==> src/rtl/dual_stack_shared_buffer_core_macros.svh <==
// ----------------------------------------------------------------------------
// assertion macros for the dual stack shared buffer core
// ----------------------------------------------------------------------------
`ifndef DUAL_STACK_SHARED_BUFFER_CORE_MACROS_SVH
`define DUAL_STACK_SHARED_BUFFER_CORE_MACROS_SVH

// same-cycle implication, checked out of reset
`define DSB_ASSERT_NOW(label, clk, rst, ante, cons) \
   label: assert property (@(posedge clk) disable iff (rst) (ante) |-> (cons)) \
      else $error("dsb assertion failed: same-cycle check");

// next-cycle implication, checked out of reset
`define DSB_ASSERT_NEXT(label, clk, rst, ante, cons) \
   label: assert property (@(posedge clk) disable iff (rst) (ante) |=> (cons)) \
      else $error("dsb assertion failed: next-cycle check");

`endif

==> src/rtl/dsb_pkg.sv <==
`timescale 1ns / 1ps
// ----------------------------------------------------------------------------
// dsb_pkg
// shared constants, codes and types of the dual stack shared buffer
// ----------------------------------------------------------------------------
package dsb_pkg;

   localparam int DEPTH_DEF = 16;
   localparam int WORD_W    = 32;

   localparam logic [WORD_W-1:0] EMPTY_WORD = {WORD_W{1'b1}};

   // operation kinds
   localparam logic [1:0] KIND_PUSH_ONE = 2'd0;
   localparam logic [1:0] KIND_PUSH_TWO = 2'd1;
   localparam logic [1:0] KIND_POP_ONE  = 2'd2;
   localparam logic [1:0] KIND_POP_TWO  = 2'd3;

   // result status codes
   localparam logic [1:0] STATUS_DONE      = 2'd0;
   localparam logic [1:0] STATUS_OVERFLOW  = 2'd1;
   localparam logic [1:0] STATUS_UNDERFLOW = 2'd2;

   typedef enum logic [1:0] {
      ST_IDLE   = 2'b01,
      ST_RESULT = 2'b10
   } state_type;

   // decoded operation, only the flag of a performed operation is set
   typedef struct packed {
      logic       push_one;
      logic       push_two;
      logic       pop_one;
      logic       pop_two;
      logic [1:0] status;
   } op_info_type;

endpackage

==> src/rtl/dual_stack_shared_buffer_core.sv <==
`timescale 1ns / 1ps
// a word's operation is registered when the word is taken; its result is loaded into the output
//    register in the result state once that register is free, and no new word is taken before
//    that load, since the single-port store returns the read data of a pop from a register
// a finished result waits in the output register while the next word is taken
// reset: synchronous, clears both stack counts, the sequencer and the output valid;
//    the store itself is not cleared and needs no clearing pass
// ----------------------------------------------------------------------------
// dual_stack_shared_buffer_core
// two stacks growing toward each other in one shared word store
// ----------------------------------------------------------------------------
`include "dual_stack_shared_buffer_core_macros.svh"

module dual_stack_shared_buffer_core #(
   parameter int DEPTH = dsb_pkg::DEPTH_DEF
) (
   input  logic                             clock,
   input  logic                             reset,
   input  logic                             req_valid,
   output logic                             req_stall,
   input  logic [1:0]                       req_kind,
   input  logic signed [dsb_pkg::WORD_W-1:0] req_value,
   output logic                             rsp_valid,
   input  logic                             rsp_stall,
   output logic [1:0]                       rsp_status,
   output logic signed [dsb_pkg::WORD_W-1:0] rsp_top_one,
   output logic signed [dsb_pkg::WORD_W-1:0] rsp_top_two,
   output logic                             rsp_empty_one,
   output logic                             rsp_empty_two
);

   localparam int ADDR_W = $clog2(DEPTH);

   dsb_pkg::state_type   state_ff, state_in;
   dsb_pkg::op_info_type info;
   dsb_pkg::op_info_type op_ff;

   logic [dsb_pkg::WORD_W-1:0] value_ff;
   logic [dsb_pkg::WORD_W-1:0] top_one_ff, top_one_in;
   logic [dsb_pkg::WORD_W-1:0] top_two_ff, top_two_in;
   logic [dsb_pkg::WORD_W-1:0] rd_data;
   logic [ADDR_W-1:0]          mem_addr;
   logic                       mem_we, mem_re;
   logic                       empty_one, empty_two;
   logic                       accept, out_load;

   logic                       rsp_valid_ff, rsp_valid_in;
   logic [1:0]                 rsp_status_ff;
   logic [dsb_pkg::WORD_W-1:0] rsp_top_one_ff, rsp_top_two_ff;
   logic                       rsp_empty_one_ff, rsp_empty_two_ff;

   // one word in flight at a time, so a pop never reads an entry written in the same cycle
   assign req_stall = (state_ff != dsb_pkg::ST_IDLE);
   assign accept    = req_valid && !req_stall;
   assign out_load  = (state_ff == dsb_pkg::ST_RESULT) && (!rsp_valid_ff || !rsp_stall);

   dsb_ptrs #(
      .DEPTH (DEPTH)
   ) u_ptrs (
      .clock     (clock),
      .reset     (reset),
      .accept    (accept),
      .kind      (req_kind),
      .info      (info),
      .mem_we    (mem_we),
      .mem_re    (mem_re),
      .mem_addr  (mem_addr),
      .empty_one (empty_one),
      .empty_two (empty_two)
   );

   dsb_mem #(
      .DEPTH (DEPTH),
      .WIDTH (dsb_pkg::WORD_W)
   ) u_mem (
      .clock (clock),
      .we    (mem_we),
      .re    (mem_re),
      .addr  (mem_addr),
      .wdata (req_value),
      .rdata (rd_data)
   );

   // counts are already updated here, so the empty flags are post-step
   always_comb begin
      top_one_in = top_one_ff;
      top_two_in = top_two_ff;
      if (empty_one) begin
         top_one_in = dsb_pkg::EMPTY_WORD;
      end else if (op_ff.pop_one) begin
         top_one_in = rd_data;
      end else if (op_ff.push_one) begin
         top_one_in = value_ff;
      end
      if (empty_two) begin
         top_two_in = dsb_pkg::EMPTY_WORD;
      end else if (op_ff.pop_two) begin
         top_two_in = rd_data;
      end else if (op_ff.push_two) begin
         top_two_in = value_ff;
      end
   end

   always_comb begin
      state_in = state_ff;
      case (state_ff)
         dsb_pkg::ST_IDLE: begin
            if (accept) begin
               state_in = dsb_pkg::ST_RESULT;
            end
         end
         dsb_pkg::ST_RESULT: begin
            if (out_load) begin
               state_in = dsb_pkg::ST_IDLE;
            end
         end
         default: begin
            state_in = dsb_pkg::ST_IDLE;
         end
      endcase
   end

   always_comb begin
      rsp_valid_in = rsp_valid_ff;
      if (out_load) begin
         rsp_valid_in = 1'b1;
      end else if (rsp_valid_ff && !rsp_stall) begin
         rsp_valid_in = 1'b0;
      end
   end

   always_ff @(posedge clock) begin
      if (reset) begin
         state_ff     <= dsb_pkg::ST_IDLE;
         rsp_valid_ff <= 1'b0;
      end else begin
         state_ff     <= state_in;
         rsp_valid_ff <= rsp_valid_in;
      end
   end

   always_ff @(posedge clock) begin
      if (accept) begin
         op_ff    <= info;
         value_ff <= req_value;
      end
      if (out_load) begin
         top_one_ff       <= top_one_in;
         top_two_ff       <= top_two_in;
         rsp_status_ff    <= op_ff.status;
         rsp_top_one_ff   <= top_one_in;
         rsp_top_two_ff   <= top_two_in;
         rsp_empty_one_ff <= empty_one;
         rsp_empty_two_ff <= empty_two;
      end
   end

   assign rsp_valid     = rsp_valid_ff;
   assign rsp_status    = rsp_status_ff;
   assign rsp_top_one   = rsp_top_one_ff;
   assign rsp_top_two   = rsp_top_two_ff;
   assign rsp_empty_one = rsp_empty_one_ff;
   assign rsp_empty_two = rsp_empty_two_ff;

   `DSB_ASSERT_NEXT(a_accept_to_result, clock, reset, accept, state_ff == dsb_pkg::ST_RESULT)
   `DSB_ASSERT_NOW(a_empty_one_word, clock, reset, rsp_valid_ff && rsp_empty_one_ff,
      rsp_top_one_ff == dsb_pkg::EMPTY_WORD)
   `DSB_ASSERT_NOW(a_empty_two_word, clock, reset, rsp_valid_ff && rsp_empty_two_ff,
      rsp_top_two_ff == dsb_pkg::EMPTY_WORD)

endmodule

==> src/rtl/dsb_mem.sv <==
`timescale 1ns / 1ps
// ----------------------------------------------------------------------------
// dsb_mem
// single-port synchronous word store with registered read data
// ----------------------------------------------------------------------------
module dsb_mem #(
   parameter  int DEPTH  = dsb_pkg::DEPTH_DEF,
   parameter  int WIDTH  = dsb_pkg::WORD_W,
   localparam int ADDR_W = $clog2(DEPTH)
) (
   input  logic              clock,
   input  logic              we,
   input  logic              re,
   input  logic [ADDR_W-1:0] addr,
   input  logic [WIDTH-1:0]  wdata,
   output logic [WIDTH-1:0]  rdata
);

   logic [WIDTH-1:0] store [DEPTH];
   logic [WIDTH-1:0] rdata_ff;

   always_ff @(posedge clock) begin
      if (we) begin
         store[addr] <= wdata;
      end
      if (re) begin
         rdata_ff <= store[addr];
      end
   end

   assign rdata = rdata_ff;

endmodule

==> src/rtl/dsb_ptrs.sv <==
`timescale 1ns / 1ps
// ----------------------------------------------------------------------------
// dsb_ptrs
// stack counts, full and empty checks, and store address generation
// ----------------------------------------------------------------------------
`include "dual_stack_shared_buffer_core_macros.svh"

module dsb_ptrs #(
   parameter  int DEPTH  = dsb_pkg::DEPTH_DEF,
   localparam int CNT_W  = $clog2(DEPTH + 1),
   localparam int ADDR_W = $clog2(DEPTH)
) (
   input  logic                clock,
   input  logic                reset,
   input  logic                accept,
   input  logic [1:0]          kind,
   output dsb_pkg::op_info_type info,
   output logic                mem_we,
   output logic                mem_re,
   output logic [ADDR_W-1:0]   mem_addr,
   output logic                empty_one,
   output logic                empty_two
);

   logic [CNT_W-1:0] count_one_ff, count_one_in;
   logic [CNT_W-1:0] count_two_ff, count_two_in;
   logic [CNT_W:0]   count_sum;
   logic             full;
   logic             refused;

   assign count_sum = {1'b0, count_one_ff} + {1'b0, count_two_ff};
   assign full      = (count_sum == (CNT_W + 1)'(DEPTH));
   assign empty_one = (count_one_ff == '0);
   assign empty_two = (count_two_ff == '0);
   assign refused   = accept && (info.status != dsb_pkg::STATUS_DONE);

   always_comb begin
      info         = '0;
      info.status  = dsb_pkg::STATUS_DONE;
      mem_we       = 1'b0;
      mem_re       = 1'b0;
      mem_addr     = '0;
      count_one_in = count_one_ff;
      count_two_in = count_two_ff;
      case (kind)
         dsb_pkg::KIND_PUSH_ONE: begin
            if (full) begin
               info.status = dsb_pkg::STATUS_OVERFLOW;
            end else begin
               info.push_one = 1'b1;
               mem_we        = accept;
               mem_addr      = count_one_ff[ADDR_W-1:0];
               count_one_in  = count_one_ff + CNT_W'(1);
            end
         end
         dsb_pkg::KIND_PUSH_TWO: begin
            if (full) begin
               info.status = dsb_pkg::STATUS_OVERFLOW;
            end else begin
               info.push_two = 1'b1;
               mem_we        = accept;
               mem_addr      = ADDR_W'(CNT_W'(DEPTH - 1) - count_two_ff);
               count_two_in  = count_two_ff + CNT_W'(1);
            end
         end
         dsb_pkg::KIND_POP_ONE: begin
            if (empty_one) begin
               info.status = dsb_pkg::STATUS_UNDERFLOW;
            end else begin
               // fetch the word under the popped one, unused if the stack drains
               info.pop_one = 1'b1;
               mem_re       = accept;
               mem_addr     = ADDR_W'(count_one_ff - CNT_W'(2));
               count_one_in = count_one_ff - CNT_W'(1);
            end
         end
         default: begin
            if (empty_two) begin
               info.status = dsb_pkg::STATUS_UNDERFLOW;
            end else begin
               info.pop_two = 1'b1;
               mem_re       = accept;
               mem_addr     = ADDR_W'(CNT_W'(DEPTH) - count_two_ff + CNT_W'(1));
               count_two_in = count_two_ff - CNT_W'(1);
            end
         end
      endcase
   end

   always_ff @(posedge clock) begin
      if (reset) begin
         count_one_ff <= '0;
         count_two_ff <= '0;
      end else if (accept) begin
         count_one_ff <= count_one_in;
         count_two_ff <= count_two_in;
      end
   end

   `DSB_ASSERT_NOW(a_counts_fit, clock, reset, 1'b1, count_sum <= (CNT_W + 1)'(DEPTH))
   `DSB_ASSERT_NEXT(a_refused_holds, clock, reset, refused, $stable(count_one_ff))
   `DSB_ASSERT_NOW(a_one_access, clock, reset, 1'b1, !(mem_we && mem_re))

endmodule

==> config.mk <==
export PLATFORM = sky130hd
export DESIGN_NAME = dual_stack_shared_buffer_core
export DESIGN_NICKNAME = d
export VERILOG_FILES = /design/src/rtl/dsb_pkg.sv /design/src/rtl/dual_stack_shared_buffer_core.sv /design/src/rtl/dsb_mem.sv /design/src/rtl/dsb_ptrs.sv
export VERILOG_INCLUDE_DIRS = /design/src /design/src/rtl
export SDC_FILE = /design/constraint.sdc
export NUM_CORES = 1
export LEC_CHECK = 0
export ABC_AREA = 1
export ABC_CLOCK_PERIOD_IN_PS = 6100
export BUFFER_PORTS_ARGS = -buffer_cell sky130_fd_sc_hd__buf_4
export CORE_MARGIN = 1.5
export CORE_UTILIZATION = 45
export DETAILED_ROUTE_END_ITERATION = 10
export PLACE_DENSITY = 0.6
export SYNTH_ARGS = -nofsm -noshare
export SYNTH_HDL_FRONTEND = slang
export SYNTH_HIERARCHICAL = 1
export SYNTH_SLANG_ARGS = --single-unit
==> constraint.sdc <==
create_clock -name clock -period 6.1 [get_ports clock]
set_input_delay 0.305 -clock clock [delete_from_list [all_inputs] [get_ports clock]]
set_output_delay 0.305 -clock clock [all_outputs]
set_load 0.02 [all_outputs]
==> qor.yml <==
clocking:
  cts_resized: 0
  hold_buffers: 2
  clock_path_buffers: 3
  numCtsBuffers: 69
  cts_max_level: 3
  cts_tree: "yes"
  postCtsSetupBuffers: 0
  clkSlewWorstSetupHoldPaths_ns: 0.06
  clock-sinks: 663
  clk_latency_ns: 0.60
  cts_root_buf: "clkbuf_16"
logic_synthesis:
  synth.distinct_cells: 35
  synthTopCellsByArea: "edfxtp_1 (67%), nand2_1 (21%), nor2_1 (2.2%)"
  synth_xor_area_share_pct: 0.212
  synth_top_area_share_pct: 67.4
  synthSimpleGateAreaFrac_pct: 24.3
  muxShareOfSynthArea_pct: 0
  synth_seq_cells: 663
  synth_compound_area_share_pct: 1.43
  yosys_warnings: 6
  syn-num-nets: 2930
  netlist_area_sq_mm: 0.0290
  synth_top_flop_cell: "edfxtp_1"
  synthAdderAreaFrac_pct: 0.769
  synth_top_family_by_area: "simple AND/OR/NAND/NOR gates"
  post-synth-top-count-cell: "nand2_1"
  postSynthCellCount: 2876
  avgSynthCellArea_sq_um: 10.1
  yosys-top-cells-count: "nand2_1 (1620), edfxtp_1 (650), nor2_1 (169)"
  yosysTopAreaCell: "edfxtp_1"
  synth_edf_count: 650
  async_flop_share_pct: 0
  ys_seq_area_share_pct: 68.3
floorplanning:
  dieWidth_um: 257
  start_util_pct: 45.7
  die_y_um: 257
  dieArea_sq_mm: 0.0659
  io_pins: 108
  rows: 92
  coreArea_sq_mm: 0.0633
setup_path:
  crit_slowest_cell: "nor2_4"
  cp_max_fo: 130
  required_ns: 6.30
  r2r-end: "u_mem/store[15][28]$_DFFE_PP_"
  crit_family: "simple AND/OR/NAND/NOR gates"
  worstReg2RegStart: "u_ptrs/count_two_ff[0]$_SDFFE_PP0P_"
  cp_cell_sequence: "ha_1 -> fa_1 -> nor2_1 -> nand3_1 -> nor2_4 -> nand3_2 -> inv_2 -> nor2_2 -> nand2_1 -> nand4_1 -> buf_12 -> nand3_1 -> nor2_4"
  start_kind: "flip-flop"
  reg2reg_depth: 13
  path_buf_inv: 2
  crit_type: "reg -> reg"
  slowest_delay_ns: 1.08
  critPathArrivalTime_ns: 4.68
  end_kind: "flip-flop"
  reg2reg_slack_ns: 1.62
sta:
  finalSetupTns_ns: 0
  slew_headroom_pct: 15.3
  fin_crit_ns: 4.48
  rsz0062_at_grt: "false"
  setup_viol_count_final: 0
  finalCritPeriodShare_pct: 73.5
  max_freq_ghz: 0.223
  drv_slew: 0
  worst_slew_pin_slew_ns: 1.27
  hold_slack_ns: 0.0685
  worst_clock_skew_ns: 0.0156
  finalHoldViolations: 0
power:
  power.leakage_nw: 13.5
  p_total_mw: 11.1
  powerDensity_mw_per_mm2: 341
  switching_share_pct: 28.0
  seq_power_share_pct: 47.1
  clkPwrFrac_pct: 36.2
  p_comb_share_pct: 16.8
  intPower_mw: 7.98
  irDropWorstVdd_mv: 0.182
  p_switching_mw: 3.10
routing:
  vias: 19400
  via_per_inst: 5.05
  drc: 0
  wl_per_cell_um: 18.7
  wl_um: 71800
  dr.pass1.iters: 5
  drt_iter0_drc: 2064
  ant_nets: 0
grt:
  grt_usage_pct: 21.7
  grt_pass1_wl_um: 110000
  grt_max_degree: 177
  first_global_vias: 18400
  antenna_found_initial: 2
  gr-total-overflow: 0
place:
  dp.final_hpwl_um: 42300
  dpl_cell_area_sq_mm: 0.0304
  io_buffers: 107
  routabilityCongestion: 0.827
worst_hold_path:
  hold_end: "value_ff[10]$_DFFE_PP_"
  hp-class: "in -> reg"
  min-delay-start: "req_value[10]"
  holdPathStages: 1
outcome:
  status: "finished clean"
final_layout:
  syn_to_final_growth_pct: 12.3
  n_antenna_cell: 0
  fillers: 5641
  drive_above_1_share_pct: 9.30
  fin_nets: 3008
  design_area_sq_mm: 0.0325
flow_run:
  maxCapViolCount: 0
## per-layer routing
metal / wire length, um / GRT usage (%) / part of all wire [%] / up-vias
met5: 0 / 0 / 0 / -
met2: 31900 / 32.9 / 44 / 669
li1: - / - / - / 9376
met4: 1040 / 5.39 / 1.4 / 0
met1: 33900 / 33.0 / 47 / 9314
met3: 4940 / 2.90 / 6.9 / 80
## final cells by class
| type | instances | area (sq um) | area share [%] |
|---|---|---|---|
| Multi-Input combinational cell | 1932 | 7880 | 24.2 |
| Clock buffer | 79 | 1810 | 5.56 |
| Sequential cell | 663 | 19800 | 60.9 |
| Inverter | 149 | 568 | 1.75 |
| Tap cell | 846 | 1060 | 3.26 |
| Timing Repair Buffer | 139 | 1100 | 3.38 |
| Clock inverter | 38 | 312 | 0.959 |
## power groups by stage
stage               sequential (mW)  combinational (mW)  clock, mW
finish                         5.21                1.86       4.01
global route                   5.22                2.09       4.25
CTS                            5.21                1.86       4.09
detailed placement             5.31                1.85          0
global placement               5.31                1.84          0
floorplan                      5.30                1.34          0
## sequential cells by signal (all words and copies together), names as in the netlist
name                 flops
rsp_top_two             32
value_ff                32
u_ptrs/count_two_ff      5
rsp_valid                1
u_mem/rdata             32
rsp_empty_two            1
u_ptrs/count_one_ff      5
state_ff                 2
rsp_status               2
rsp_top_one             32
u_mem/store            512
op_ff                    6
rsp_empty_one            1
## worst register-to-register path: stages (launching register included)
cell and delay (ns):
dfxtp_1 0.38, ha_1 0.24, fa_1 0.49, nor2_1 0.05, nand3_1 0.12, nor2_4 0.07, nand3_2 0.12, inv_2 0.06
nor2_2 0.14, nand2_1 0.07, nand4_1 0.19, buf_12 0.51, nand3_1 0.55, nor2_4 1.09
## cells in the final DEF (no fill, tap or decap), drive strengths merged
cell type	synthesis	final
edfxtp	650	650
nor3	2	2
fa	3	3
xor2	3	3
inv	148	148
nor2	171	171
clkinv	1	29
dfxtp	13	13
o21ai	7	7
a21oi	72	72
nor4	1	1
clkinvlp	0	5
bufinv	0	5
dlygate4sd3	0	2
buf	118	137
nand4	10	10
xnor2	4	4
or2	1	1
ha	13	13
o22ai	1	1
nand2	1625	1625
clkbuf	14	79
nand3	19	19
## worst max path at each step
stage / from / endpoint / slack, ns / cells after the start
floorplan: u_ptrs/count_two_ff[0]$_SDFFE_PP0P_ / u_mem/store[5][0]$_DFFE_PP_ / 1.75 / 16
global placement: u_ptrs/count_two_ff[0]$_SDFFE_PP0P_ / u_mem/store[15][24]$_DFFE_PP_ / 1.65 / 13
detailed placement: u_ptrs/count_two_ff[0]$_SDFFE_PP0P_ / u_mem/store[15][24]$_DFFE_PP_ / 1.52 / 13
CTS: u_ptrs/count_two_ff[0]$_SDFFE_PP0P_ / u_mem/store[15][28]$_DFFE_PP_ / 1.51 / 13
global route: u_ptrs/count_two_ff[0]$_SDFFE_PP0P_ / u_mem/store[15][28]$_DFFE_PP_ / 1.30 / 13
finish: u_ptrs/count_two_ff[0]$_SDFFE_PP0P_ / u_mem/store[15][28]$_DFFE_PP_ / 1.62 / 13
## kinds of logic after synthesis
| family | count (synthesis) |
|---|---|
| AO/OA/AOI/OAI | 80 |
| AND/OR/NAND/NOR | 1829 |
| flip-flops | 663 |
| XOR/XNOR | 7 |
| adder cells (fa/ha/maj) | 16 |
| buffers and inverters | 281 |
## stage by stage
stage	utilization, %	instances	setup slack [ns]
after floorplan	-	2876	1.75
after global placement	48.0	3727	1.65
after detailed placement	48.0	3727	1.52
after CTS	51.3	3846	1.51
after global routing	51.3	3846	1.30
final	51.3	3846	1.62
Note: power is estimated with default switching activity, not from simulation.
